==> config.mk <==
export PLATFORM = sky130hd
export DESIGN_NAME = sbe_cell
export DESIGN_NICKNAME = d
export VERILOG_FILES = /design/src/rtl/sbe_pkg.sv /design/src/rtl/sbe_cell.sv
export SDC_FILE = /design/constraint.sdc
export NUM_CORES = 1
export LEC_CHECK = 0
export BUFFER_PORTS_ARGS = -buffer_cell sky130_fd_sc_hd__buf_2
export CORE_AREA = 10 10 97 99
export CTS_BUF_LIST = sky130_fd_sc_hd__clkbuf_2
export CTS_CLUSTER_DIAMETER = 40
export DETAILED_ROUTE_END_ITERATION = 7
export DIE_AREA = 0 0 107 109
export HOLD_SLACK_MARGIN = 0.08
export SETUP_SLACK_MARGIN = 0.4
export SLEW_MARGIN = 20
export SYNTH_ARGS = -nofsm -noshare
export SYNTH_HDL_FRONTEND = slang
export SYNTH_SLANG_ARGS = --single-unit
==> constraint.sdc <==
create_clock -name clk_i -period 6.2 [get_ports clk_i]
set_input_delay 0.31 -clock clk_i [delete_from_list [all_inputs] [get_ports clk_i]]
set_output_delay 0.31 -clock clk_i [all_outputs]
set_load 0.02 [all_outputs]
==> src/rtl/sbe_pkg.sv <==
package sbe_pkg;

  localparam int unsigned DataW = 32;
  localparam int unsigned ModeW = 4;
  localparam int unsigned AddrW = 8;
  localparam int unsigned DepthW = 7;
  localparam int unsigned StatW = 3;

  localparam logic [ModeW-1:0] OpPush  = 4'd0;
  localparam logic [ModeW-1:0] OpPop   = 4'd1;
  localparam logic [ModeW-1:0] OpAdd   = 4'd2;
  localparam logic [ModeW-1:0] OpSub   = 4'd3;
  localparam logic [ModeW-1:0] OpMul   = 4'd4;
  localparam logic [ModeW-1:0] OpDiv   = 4'd5;
  localparam logic [ModeW-1:0] OpLoad  = 4'd6;
  localparam logic [ModeW-1:0] OpStore = 4'd7;
  localparam logic [ModeW-1:0] OpRet   = 4'd8;

  localparam logic [StatW-1:0] StOk      = 3'd0;
  localparam logic [StatW-1:0] StUnder   = 3'd1;
  localparam logic [StatW-1:0] StOver    = 3'd2;
  localparam logic [StatW-1:0] StUnknown = 3'd3;
  localparam logic [StatW-1:0] StDivZero = 3'd4;

  typedef enum logic [2:0] {
    CmdHold = 3'b001,
    CmdPush = 3'b010,
    CmdPop  = 3'b100
  } cmd_e;

  typedef struct packed {
    cmd_e              cmd;
    logic              wr_top;
    logic [DataW-1:0]  data;
  } cell_ctl_t;

  typedef enum logic [5:0] {
    StIdle  = 6'b000001,
    StRead  = 6'b000010,
    StMul   = 6'b000100,
    StDiv   = 6'b001000,
    StApply = 6'b010000,
    StOut   = 6'b100000
  } state_e;

  function automatic logic [DataW-1:0] sat32(input logic signed [65:0] v);
    logic signed [65:0] mx;
    logic signed [65:0] mn;
    begin
      mx = 66'sd2147483647;
      mn = -66'sd2147483648;
      if (v > mx) sat32 = 32'h7fffffff;
      else if (v < mn) sat32 = 32'h80000000;
      else sat32 = v[DataW-1:0];
    end
  endfunction

endpackage

==> src/rtl/sbe_cell.sv <==
module sbe_cell
  import sbe_pkg::*;
(
  input  logic             clk_i,
  input  cell_ctl_t        ctl_i,
  input  logic             is_top_i,
  input  logic [DataW-1:0] above_i,
  input  logic [DataW-1:0] below_i,
  output logic [DataW-1:0] val_o
);

  logic [DataW-1:0] val_q;
  logic [DataW-1:0] val_d;

  always_comb begin
    val_d = val_q;
    case (ctl_i.cmd)
      CmdPush: val_d = above_i;
      CmdPop:  val_d = below_i;
      default: val_d = val_q;
    endcase
    if (ctl_i.cmd == CmdPop && ctl_i.wr_top && is_top_i) val_d = ctl_i.data;
  end

  always_ff @(posedge clk_i) begin
    val_q <= val_d;
  end

  assign val_o = val_q;

endmodule

==> impl_results.md, run 1 <==
- Total of max-cap violations: 0
- CP Launch Type: primary input
- Largest family of logic cells by synthesized area: multiplexers
- Rows: 32
- Placed insts: 368
- Worst Setup Path Type: primary input to flop
- Design area: 2580 um2
- Syn nets: 244
- Crit-path cells: buf_2 -> nand2_2 -> mux2i_1 -> a21oi_2
- Crit end category: flop
- Synth Area in Simple Gates: 7.78%
- HP Class: primary input to flop
- DIE WIDTH: 107 um
- Gr ovfl total: 0
- Slew @ Worst Pin: 0.998 ns
- Sequential area share after synthesis: 52.4%
- Post-synthesis mux area share: 17.5%
- Slowest Stage Delay on Critical Path: 0.71 ns
- Routability cong.: 0.721
- Vias per Instance: 4.07
- Synth unique cells: 12
- Drt pass-1 iters: 4
- I/O Buffers: 133
- Synth top area cells: edfxtp_1, mux2i_1, a21oi_2
- Pin count of the biggest net entering global routing: 65
- Fin util: 34.2%
- FMAX: 0.695 GHz
- H-tree levels: 2
- Synthesized area per cell: 12.9 um2
- DP Area: 2510 um2
- Setup bufs post-CTS: 0
- Crit path max-delay cell type: nand2_2
- Post-synthesis compound-gate area fraction: 14.5%
- Area share of xor/xnor cells in the synthesized design: 0.478%
- Synth area leader: edfxtp_1
- IR drop worst, VDD: 79.3 uV
- Global-route wire length before repair: 7690 um
- Fin. Hold Viols: 0
- Gate Count Post-Synth: 142
- Die Ht: 109 um
- Switch share: 28.7%
- Wirelength per Cell: 13.9 um
- CP top delay family: simple AND/OR/NAND/NOR gates
- Die area: 11700 um2
- # IOs: 134
- Switching Power: 158 uW
- Slew Viols, Final: 0
- DRT iter0 DRCs: 26
- Synth Warn #: 0
- Setup violators final: 0
- GRT Total Usage: 8.29%
- Yosys top cell area share: 52.4%
- Clk sinks: 32
- CTS tree: done
- Gates resized, CTS repair: 0
- Initial antenna violation count: 0
- Detail Placement HPWL: 4110 um
- CP Data Required Time: 6.30 ns
- Worst-path clk slew: 0.18 ns
- Leak: 1.26 nW
- Sequential share of power: 48.8%
- Layout Nets: 375
- Final setup TNS: 0 ns
- Flip-flop and latch count after synthesis: 32
- WP buf/inv: 1
- Int Power: 391 uW
- Starting density of the core: 24.4%
- Bufs on Longest Clock Path: 2
- Mapped Area: 1830 um2
- Combinational power share: 24.8%
- Vias after detailed routing: 1530
- Post-CTS Hold Fix Bufs: 0
- Diode count: 0
- Fin cells: 376
- Fraction of layout cells with a size suffix above 1: 63.1%
- Clock Tree Root: clkbuf_2
- Vias in the first global route: 1642
- Final min period: 1.44 ns
- RSZ-0062 raised after global routing: no
- P&R area growth vs syn: 40.6%
- CP max FO: 32
- Worst EP arrival: 1.54 ns
- Final Cycle Share: 23.2%
- Slew headroom: 33.3%
- Core ar.: 7530 um2
- Inserted Clock Buffers: 5
- Clock power share: 26.4%
- Outcome: finished, final reports clean
- DRC viols: 0
- WL final: 5230 um
- Design Power: 549 uW
- Max reg flops: 32
- Synth Area in Adders: 0%
- Routed Antenna Nets: 0
- Pwr Density: 213 nW/um2
## tightest hold or removal path, cell delays in order
cell and delay (ns):
buf_2 0.07, nor2_1 0.04, a21oi_2 0.08
## final cells by class
| type | instances | area, um2 |
|---|---|---|
| tap | 102 | 128 |
| sequential | 32 | 961 |
| fill | 825 | 4950 |
| multi-input combinational | 100 | 751 |
| clock inverter | 2 | 35.0 |
| timing repair buffer | 134 | 673 |
| clock buffer | 6 | 30.0 |
## placed cells by master (no fill, tap or decap), types with 4 or more instances in the layout
cell and instances:
clkbuf_2 6, edfxtp_1 32, a21oi_2 28, buf_2 133, mux2i_1 32, a21oi_1 4, nor2_1 32
## cell usage after synthesis (all sizes together)
library cell	instances
nor2	33
mux2i	32
nand2	1
a21oi	32
buf	7
nor3b	1
clkbuf	3
edfxtp	32
xnor2	1
## per-layer routing
layer | GRT usage [%] | routed length, um | vias up
met2 | 13.9 | 2550 | 77
met3 | 4.84 | 622 | 8
met5 | 0 | 0 | -
met1 | 8.50 | 2000 | 670
li1 | - | - | 775
met4 | 2.90 | 53 | 0
## through the flow
step,hold WS [ns],setup slack [ns]
floorplan,0.532,4.00
global placement,0.625,4.33
detailed placement,0.629,4.30
CTS,0.193,4.75
global route,0.186,4.70
finish,0.239,4.76
## logic make-up (layout without fill, tap and decap cells)
kind of cell,Yosys count,count (layout)
and+or+nand+nor,35,35
AOI/OAI and AO/OA,32,32
muxes,32,32
DFF,32,32
buffers and inverters,10,142
xor gates and xnor gates,1,1
## final timing paths
kind	cells after the start	start	to
min	3	above_i[27]	val_o[27]$_DFFE_PP_
max	4	ctl_i[32]	val_o[26]$_DFFE_PP_
## power by group through the flow
stage	clock, mW	sequential [mW]	combinational (mW)
3_5_place_dp	0	0.273	0.140
2_1_floorplan	0	0.303	0.0539
5_1_grt	0.162	0.270	0.150
3_3_place_gp	0	0.273	0.138
6_report	0.145	0.268	0.136
4_1_cts	0.155	0.268	0.140
Power figures use the tool's default switching activity.
==> run 2: changes to the inputs <==
--- a/config.mk
+++ b/config.mk
@@ -5,12 +5,13 @@
 export SDC_FILE = /design/constraint.sdc
 export NUM_CORES = 1
 export LEC_CHECK = 0
+export ABC_AREA = 1
 export BUFFER_PORTS_ARGS = -buffer_cell sky130_fd_sc_hd__buf_2
-export CORE_AREA = 10 10 97 99
+export CORE_AREA = 10 10 110 112
 export CTS_BUF_LIST = sky130_fd_sc_hd__clkbuf_2
 export CTS_CLUSTER_DIAMETER = 40
 export DETAILED_ROUTE_END_ITERATION = 7
-export DIE_AREA = 0 0 107 109
+export DIE_AREA = 0 0 120 122
 export HOLD_SLACK_MARGIN = 0.08
 export SETUP_SLACK_MARGIN = 0.4
 export SLEW_MARGIN = 20
==> constraint.sdc (replaced) <==
create_clock -name clk_i -period 1.4 [get_ports clk_i]
set_input_delay 0.07 -clock clk_i [delete_from_list [all_inputs] [get_ports clk_i]]
set_output_delay 0.07 -clock clk_i [all_outputs]
set_load 0.02 [all_outputs]
==> run 2 against run 1 <==
  * Non-clock buffer count is 73 higher
  * First-iteration DRC count grew to 6.7 times the previous value
  * Total power grew to 5.1 times the previous value
  * Via count is 83% higher
  * Critical path depth is 3 lower
  * Count of clock-buffer cells in the layout is 1 lower
  * Die area is 26% higher
  * Sequential cell count stayed put
  * Routed wire length is 72% higher
  * Setup slack worse by 4.4 ns
  * Global-route usage is 3.5 points higher
==> impl_results.md, run 2 <==
- Outcome: finished, final reports clean (unchanged)
- Die Ht: 122 um (was 109 um)
- IR drop worst, VDD: 261 uV (was 79.3 uV)
- Syn nets: 452 (was 244)
- CP max FO: 1 (was 32)
- Worst EP arrival: 0.98 ns (was 1.54 ns)
- Synthesized area per cell: 6.87 um2 (was 12.9 um2)
- Max reg flops: 32 (unchanged)
- GRT Total Usage: 11.8% (was 8.29%)
- Leak: 2.31 nW (was 1.26 nW)
- CP Data Required Time: 1.33 ns (was 6.30 ns)
- Ys flop type: edfxtp_1 (unchanged)
- I/O Buffers: 133 (unchanged)
- Rows: 37 (was 32)
- Final Cycle Share: 74.8%
- Diode count: 0 (unchanged)
- Routed Antenna Nets: 0 (unchanged)
- Vias per Instance: 4.14 (was 4.07)
- Initial antenna violation count: 0 (unchanged)
- List of most frequent post-synthesis cells: nand2_1, inv_1, edfxtp_1, nand3_1, nand4_1 (was nor2_1, edfxtp_1, mux2i_1)
- Worst Setup Path Type: flop to output port (was primary input to flop)
- Setup violators final: 0 (unchanged)
- WP buf/inv: 1 (unchanged)
- Sequential area share after synthesis: 39.9% (was 52.4%)
- CP top delay family: flip-flops (was simple AND/OR/NAND/NOR gates)
- Yosys top cell area share: 39.9% (was 52.4%)
- Gr ovfl total: 0 (unchanged)
- Synth top area cells: edfxtp_1, nand2_1, inv_1 (was edfxtp_1, mux2i_1, a21oi_2)
- Pre-CTS WS: 0.207 ns (was 4.30 ns)
- Pwr Density: 680 nW/um2 (was 213 nW/um2)
- HP Class: primary input to flop (unchanged)
- Clk sinks: 32 (unchanged)
- Placed insts: 606 (was 368)
- CTS tree: done (unchanged)
- Slew Viols, Final: 0 (unchanged)
- RSZ-0062 raised after global routing: yes (was no)
- Fraction of layout cells with a size suffix above 1: 28.2% (was 63.1%)
- Design Power: 2.78 mW (was 549 uW)
- Slew headroom: 81.4% (was 33.3%)
- Slew @ Worst Pin: 0.279 ns (was 0.998 ns)
- Mapped Area: 2410 um2 (was 1830 um2)
- Layout Nets: 643 (was 375)
- Worst-path clk slew: 0.17 ns (was 0.18 ns)
- Core ar.: 10000 um2 (was 7530 um2)
- Clock Tree Root: clkbuf_2 (unchanged)
- DRT iter0 DRCs: 173 (was 26)
- WL final: 9020 um (was 5230 um)
- CP Launch Type: flop (was primary input)
- Synth area leader: edfxtp_1 (unchanged)
- Global-route wire length before repair: 14300 um (was 7690 um)
- Crit end category: output port (was flop)
- FILL cells: 1020 (was 825)
- Total of max-cap violations: 0 (unchanged)
- Pin count of the biggest net entering global routing: 65 (unchanged)
- Final setup TNS: 0 ns (unchanged)
- Drt pass-1 iters: 4 (unchanged)
- Flip-flop and latch count after synthesis: 32 (unchanged)
- Slowest Stage Delay on Critical Path: 0.47 ns (was 0.71 ns)
- P&R area growth vs syn: 69.6% (was 40.6%)
- Starting density of the core: 24.0% (was 24.4%)
- Die area: 14600 um2 (was 11700 um2)
- Commonest non-fill, non-tap cell in the layout: nand2_1 (was buf_2)
- Inserted Clock Buffers: 5 (unchanged)
- Final min period: 1.05 ns
- Bufs on Longest Clock Path: 2 (unchanged)
- EDFF count, synth: 32 (unchanged)
- Detail Placement HPWL: 6050 um (was 4110 um)
- Vias after detailed routing: 2806 (was 1530)
- H-tree levels: 2 (unchanged)
- FMAX: 0.955 GHz
- Synth unique cells: 12 (unchanged)
- Fin worst setup slack: 0.353 ns (was 4.76 ns)
- Crit path max-delay cell type: edfxtp_1 (was nand2_2)
- Vias in the first global route: 2966 (was 1642)
- Ys async rst share: 0% (unchanged)
- DIE WIDTH: 120 um (was 107 um)
- Wirelength per Cell: 13.3 um (was 13.9 um)
- Fin util: 40.6% (was 34.2%)
- Most frequent cells in the layout: nand2_1, buf_2, inv_1, dlygate4sd3_1 (was buf_2, mux2i_1, nor2_1, edfxtp_1, a21oi_2)
- Routability cong.: 0.756 (was 0.721)
- Crit-path cells: buf_6 (was buf_2 -> nand2_2 -> mux2i_1 -> a21oi_2)
- Synth Warn #: 0 (unchanged)
- Fin. Hold Viols: 0 (unchanged)
- # IOs: 134 (unchanged)
- Gate Count Post-Synth: 350 (was 142)
- Count leader, synth: nand2_1 (was nor2_1)
- DRC viols: 0 (unchanged)
- Fin cells: 678 (was 376)
## run 2: worst paths after layout
kind | start | endpoint | slack, ns | cells after the start
max | val_o[30]$_DFFE_PP_ | val_o[30] | 0.35 | 1
min | below_i[27] | val_o[27]$_DFFE_PP_ | 0.15 | 7
## run 2: logic make-up after synthesis
kind of cell,count (synthesis),share of synthesized area [%]
DFF,32,39.9
buffers and inverters,121,24.2
AOI/OAI and AO/OA,1,0.208
and+or+nand+nor,196,35.7
## run 2: tightest hold or removal path, stage by stage
cell,delay (ns)
buf_2,0.07
inv_1,0.03
nand2_1,0.05
nand3_1,0.06
nand2_1,0.06
nand2_1,0.04
inv_1,0.04
## run 2: routing by layer
layer / vias to the layer above / global-route usage (%) / part of all wire (%)
met5: - / 0 / 0
met4: 0 / 4.30 / 2.5
met3: 19 / 3.61 / 6.3
met2: 113 / 21.1 / 51
met1: 1231 / 13.0 / 40
li1: 1443 / - / -
## run 2: stage by stage
stage | hold WS (ns) | area [um2]
after global placement | 0.424 | 3180
after CTS | 0.0975 | 4030
after global routing | 0.118 | 4080
after floorplan | 0.331 | 2430
final | 0.147 | 4080
after detailed placement | 0.430 | 3180
## run 2: repair_timing
action | 4_1_cts | 5_1_grt
gates cloned | 0 | 0
hold buffers | 64 | 0
endpoints found under the hold margin | 32 | 0
setup buffers | 0 | 0
setup endpoints to repair | 32 | 32
resized for setup | 46 | 16
## run 2: report_power, final
part	switching (mW)	internal [mW]	leakage (nW)	total, mW
combinational	0.464	0.491	1.97	0.955
clock	0.327	0.292	0.0380	0.619
sequential	0.0412	1.16	0.297	1.20
## run 2: layout make-up
cell class	count	area (um2)	area share (%)
timing repair buffer	207	1640	40.1
sequential	32	961	23.5
multi-input combinational	197	882	21.6
inverter	98	368	9.01
tap	136	170	4.17
clock inverter	3	37.5	0.920
clock buffer	5	25.0	0.613
